[src/hdl/mcts_pkg.sv]
// shared types and constants for the minimum-cost tour search
package mcts_pkg;

  // cost store geometry
  localparam int STORE_DEPTH = 256;
  localparam int ADDR_W      = 8;

  // fixed field widths
  localparam int EDGE_IN_W = 20;
  localparam int TOUR_W    = 24;
  localparam int CFG_W     = 5;

  localparam logic [CFG_W-1:0]  CITY_COUNT_RESET = 5'd4;
  localparam logic [TOUR_W-1:0] TOUR_MAX         = 24'hFFFFFF;

  // commands from the controller to the datapath
  typedef struct packed {
    logic load;      // write one matrix beat into the store
    logic init;      // clear best cost and start city for a new search
    logic start;     // set up the search from the current start city
    logic step;      // examine the top of the path stack, issue a store read
    logic close;     // evaluate the closing edge back to the start city
    logic try_edge;  // evaluate a candidate next city
  } cmd_t;

  // status from the datapath to the controller
  typedef struct packed {
    logic skip_start;  // a zero-cost tour is known, nothing can beat it
    logic close_now;   // path holds every city, the closing edge is next
    logic exhausted;   // all candidates of the top level have been tried
    logic at_root;     // path stack holds only the start city
    logic last_start;  // current start city is the last one
  } stat_t;

endpackage

[src/hdl/mcts_ctrl.sv]
// sequencer for matrix loading and the depth-first tour search
module mcts_ctrl (
  input  logic           clk_i,
  input  logic           rst_ni,
  input  logic           start_i,
  input  logic           matrix_last_i,
  input  mcts_pkg::stat_t stat_i,
  output mcts_pkg::cmd_t  cmd_o,
  output logic           busy_o,
  output logic           done_o
);

  typedef enum logic [2:0] {
    ST_IDLE,
    ST_START,
    ST_STEP,
    ST_CLOSE,
    ST_TRY
  } state_e;

  state_e state_q, state_d;
  logic   done_q, done_d;

  // next state and command decode
  always_comb begin
    state_d = state_q;
    done_d  = 1'b0;
    cmd_o   = '0;
    case (state_q)
      ST_IDLE: begin
        if (start_i) begin
          cmd_o.load = 1'b1;
          if (matrix_last_i) begin
            cmd_o.init = 1'b1;
            state_d    = ST_START;
          end
        end
      end
      ST_START: begin
        cmd_o.start = 1'b1;
        if (stat_i.skip_start) begin
          if (stat_i.last_start) begin
            state_d = ST_IDLE;
            done_d  = 1'b1;
          end
        end else begin
          state_d = ST_STEP;
        end
      end
      ST_STEP: begin
        cmd_o.step = 1'b1;
        if (stat_i.close_now) begin
          state_d = ST_CLOSE;
        end else if (stat_i.exhausted) begin
          if (stat_i.at_root) begin
            if (stat_i.last_start) begin
              state_d = ST_IDLE;
              done_d  = 1'b1;
            end else begin
              state_d = ST_START;
            end
          end
        end else begin
          state_d = ST_TRY;
        end
      end
      ST_CLOSE: begin
        cmd_o.close = 1'b1;
        if (stat_i.at_root) begin
          if (stat_i.last_start) begin
            state_d = ST_IDLE;
            done_d  = 1'b1;
          end else begin
            state_d = ST_START;
          end
        end else begin
          state_d = ST_STEP;
        end
      end
      ST_TRY: begin
        cmd_o.try_edge = 1'b1;
        state_d        = ST_STEP;
      end
      default: begin
        state_d = ST_IDLE;
      end
    endcase
  end

  // state and result strobe
  always_ff @(posedge clk_i or negedge rst_ni) begin
    if (!rst_ni) begin
      state_q <= ST_IDLE;
      done_q  <= 1'b0;
    end else begin
      state_q <= state_d;
      done_q  <= done_d;
    end
  end

  assign busy_o = (state_q != ST_IDLE);
  assign done_o = done_q;

endmodule

[config.mk]
export PLATFORM = sky130hd
export DESIGN_NAME = mcts_ctrl
export DESIGN_NICKNAME = d
export VERILOG_FILES = /design/src/hdl/mcts_pkg.sv /design/src/hdl/mcts_ctrl.sv
export SDC_FILE = /design/constraint.sdc
export NUM_CORES = 1
export LEC_CHECK = 0
export BUFFER_PORTS_ARGS = -buffer_cell sky130_fd_sc_hd__buf_2
export CAP_MARGIN = 40
export CORE_AREA = 4 4 41 43
export CTS_BUF_LIST = sky130_fd_sc_hd__clkbuf_8
export DETAILED_ROUTE_END_ITERATION = 8
export DIE_AREA = 0 0 45 47
export GPL_TIMING_DRIVEN = 0
export MAX_ROUTING_LAYER = met4
export PLACE_DENSITY = 0.48
export SLEW_MARGIN = 10
export SYNTH_ARGS = -nofsm -noshare
export SYNTH_HDL_FRONTEND = slang
export SYNTH_SLANG_ARGS = --single-unit
[constraint.sdc]
create_clock -name clk_i -period 1.2 [get_ports clk_i]
set_input_delay 0.3 -clock clk_i [delete_from_list [all_inputs] [get_ports clk_i]]
set_output_delay 0.3 -clock clk_i [all_outputs]
set_load 0.01 [all_outputs]
==> flow_metrics.py <==
metrics = {
    "setup_path": {
        "reg2reg_depth": 4,
        "worstPathArrival_ps": 1250,
        "path_class": "reg -> out",
        "ff2ff_setup_slack_ps": -140,
        "path_max_fanout": 4,
        "startpoint": "state_q[0]",
        "cp-start-kind": "register",
        "cp_data_required_time_ps": 900,
        "r2r_end": "state_q[0]",
        "end_kind": "output port",
        "r2r-start": "state_q[0]",
    },
    "timing": {
        "fmaxAchievable_ghz": 0.644,
        "fin_crit_sh_pct": 129,
        "setup_viol": 9,
        "setup_slack_ps": -354,
        "finClkSkew_ps": 2.39,
        "slew_violations": 0,
        "fin_crit_ps": 1550,
        "hold_violations": 0,
        "slew_headroom_pct": 83.7,
        "hold_ws_ps": 320,
        "rsz0062_at_grt": "yes",
        "worst_pin_slew_ps": 245,
    },
    "clock_network": {
        "cts_buffers": 3,
        "path_clk_slew_ps": 30,
        "htreeDepth": 1,
        "ctsRootBufferMaster": "clkbuf_8",
        "cts_tree": "built",
        "clk_path_buf_depth": 2,
        "clk_latency_ps": 210,
        "numClockSinks": 4,
    },
    "cells_and_area": {
        "drive_above_1_share_pct": 64.4,
        "n_antenna_cell": 0,
        "nets": 70,
        "fillerInstances": 134,
        "fin_util_pct": 41.9,
        "syn_to_final_growth_pct": 84.7,
        "fin_area_um2": 546,
    },
    "synth": {
        "postSynthCellCount": 34,
        "yosys.cell_count.top_type": "nor2_1",
        "synth.area.top_cells": "dfrtp_1 (34%), a32o_1 (6.8%), nor3_2 (6.8%)",
        "synthesis.area_um2": 295,
        "synth_top_area_share_pct": 33.9,
        "yosys_warnings": 0,
        "yosysTopAreaCell": "dfrtp_1",
        "syn_avg_cell_area_um2": 8.68,
        "async_flop_share_pct": 100,
        "synth_cell_types": 19,
        "yosysSeqAreaShare_pct": 33.9,
        "synthTopCellsByCount": "nor2_1 (5), dfrtp_1 (4), inv_1 (4), a31oi_1 (3)",
        "synth_edf_count": 0,
        "ys.flop_type": "dfrtp_1",
        "syn_nets": 43,
        "ys_seq_elements": 4,
    },
    "min_path": {
        "hp-class": "in -> reg",
        "worstHoldEndpoint": "state_q[2]",
        "worst_hold_path.num_cells": 2,
        "min_from": "stat_i[2]",
    },
    "pwr": {
        "ir_worst_vdd_mv": 1.04,
        "leakage_nw": 0.267,
        "power.density_mw_per_mm2": 2290,
    },
    "detailed_routing": {
        "routed-via-count": 353,
        "totalWireLength_um": 827,
        "drtPass1Iterations": 4,
        "wire_per_inst_um": 11.2,
        "viasPerCell": 4.77,
        "antenna_left": 0,
        "drc_errors": 0,
        "drt_iter0_markers": 13,
    },
    "grt": {
        "grt_pass1_wl_mm": 1.25,
        "grt_max_degree": 10,
        "overflow": 0,
        "antenna_found_initial": 0,
        "grt_pass1_vias": 305,
        "grtUsageTotal_pct": 8.67,
    },
    "place": {
        "place_ws_ps": -188,
        "portBuffers": 16,
        "gp_congestion": 0.853,
        "post-dp-hpwl_um": 608,
        "placed_area_um2": 399,
    },
    "status": {
        "status": "complete, but fails checks",
        "violations": "negative setup slack",
    },
    "floorplanning": {
        "fp.coreArea_mm2": 0.00130,
        "die_h_um": 47,
        "dieArea_mm2": 0.00212,
        "io_pins": 17,
        "num_rows": 13,
        "start_util_pct": 22.7,
        "die_x_um": 45,
    },
    "run": {
        "cap_violations": 0,
    },
}
[area by class of cell]
class                      count  area, um2  share of cell area (%)
buffer                         1       11.3                    2.06
clock buffer                   3       41.3                    7.57
inverter                       5       18.8                    3.44
multi-input combinational     24        213                    39.0
sequential                     4        101                    18.6
tap                           15       18.8                    3.44
timing repair buffer          22        141                    25.9
[through the flow]
step | TNS, ps | cells | total power, mW
floorplan | -326 | 34 | 0.566
global placement | -734 | 65 | 0.732
detailed placement | -724 | 65 | 0.728
CTS | -2400 | 70 | 1.05
global route | -2650 | 74 | 1.34
finish | -2160 | 74 | 1.25
[routing by layer]
layer	wire length [um]	global-route usage, %	vias up	share of wire, %
met5	0	-	-	0
met4	0	5.26	0	0
met3	98	3.45	0	12
met2	367	12.4	18	44
met1	361	10.1	157	44
li1	-	-	178	-
[worst max-delay path by stage]
stage,slack [ps],cells after the start,end
after floorplan,-120,5,state_q[0]
after global placement,-190,4,state_q[0]
after detailed placement,-190,3,cmd_o[4]
after CTS,-390,4,cmd_o[5]
after global routing,-400,3,cmd_o[5]
final,-350,3,cmd_o[5]
[flip-flops by register name (all words and copies together) (netlist names)]
signal / flops
done_o: 1
state_q: 3
[where the power goes]
| group | switching (mW) | internal [mW] | total, mW |
|---|---|---|---|
| Combinational | 0.363 | 0.386 | 0.750 |
| Sequential | 0.0404 | 0.182 | 0.222 |
| Clock | 0.0626 | 0.213 | 0.276 |
| Total | 0.466 | 0.781 | 1.25 |
[worst max-delay path: stages (launching register included)]
cell,delay (ps)
dfrtp_1,400
or3_4,430
nor2_2,80
buf_2,130
[cell families after synthesis]
kind of cell           after synthesis  synth area share (%)
AO/OA/AOI/OAI                        9                  23.7
buffers and inverters                6                  10.2
flip-flops                           4                  33.9
multiplexers                         1                  3.81
AND/OR/NAND/NOR                     14                  28.4
[layout by cell type (no fill, tap or decap), types with 2 or more instances in the layout]
master and count:
inv_1 4, buf_6 4, buf_4 3, nor3_4 3
a31oi_1 3, buf_2 15, nor2_2 2, nor2_1 2
dfrtp_1 3, clkbuf_8 3, a32o_1 2
[repair_timing]
item | 4_1_cts | 5_1_grt
endpoints found under the setup margin | 8 | 10
setup buffers | 1 | 4
hold endpoints to repair | 4 | 0
hold buffers | 1 | 0
resized for setup | 3 | 9
pin swaps | 3 | 1
Note: power is estimated with default switching activity, not from simulation.
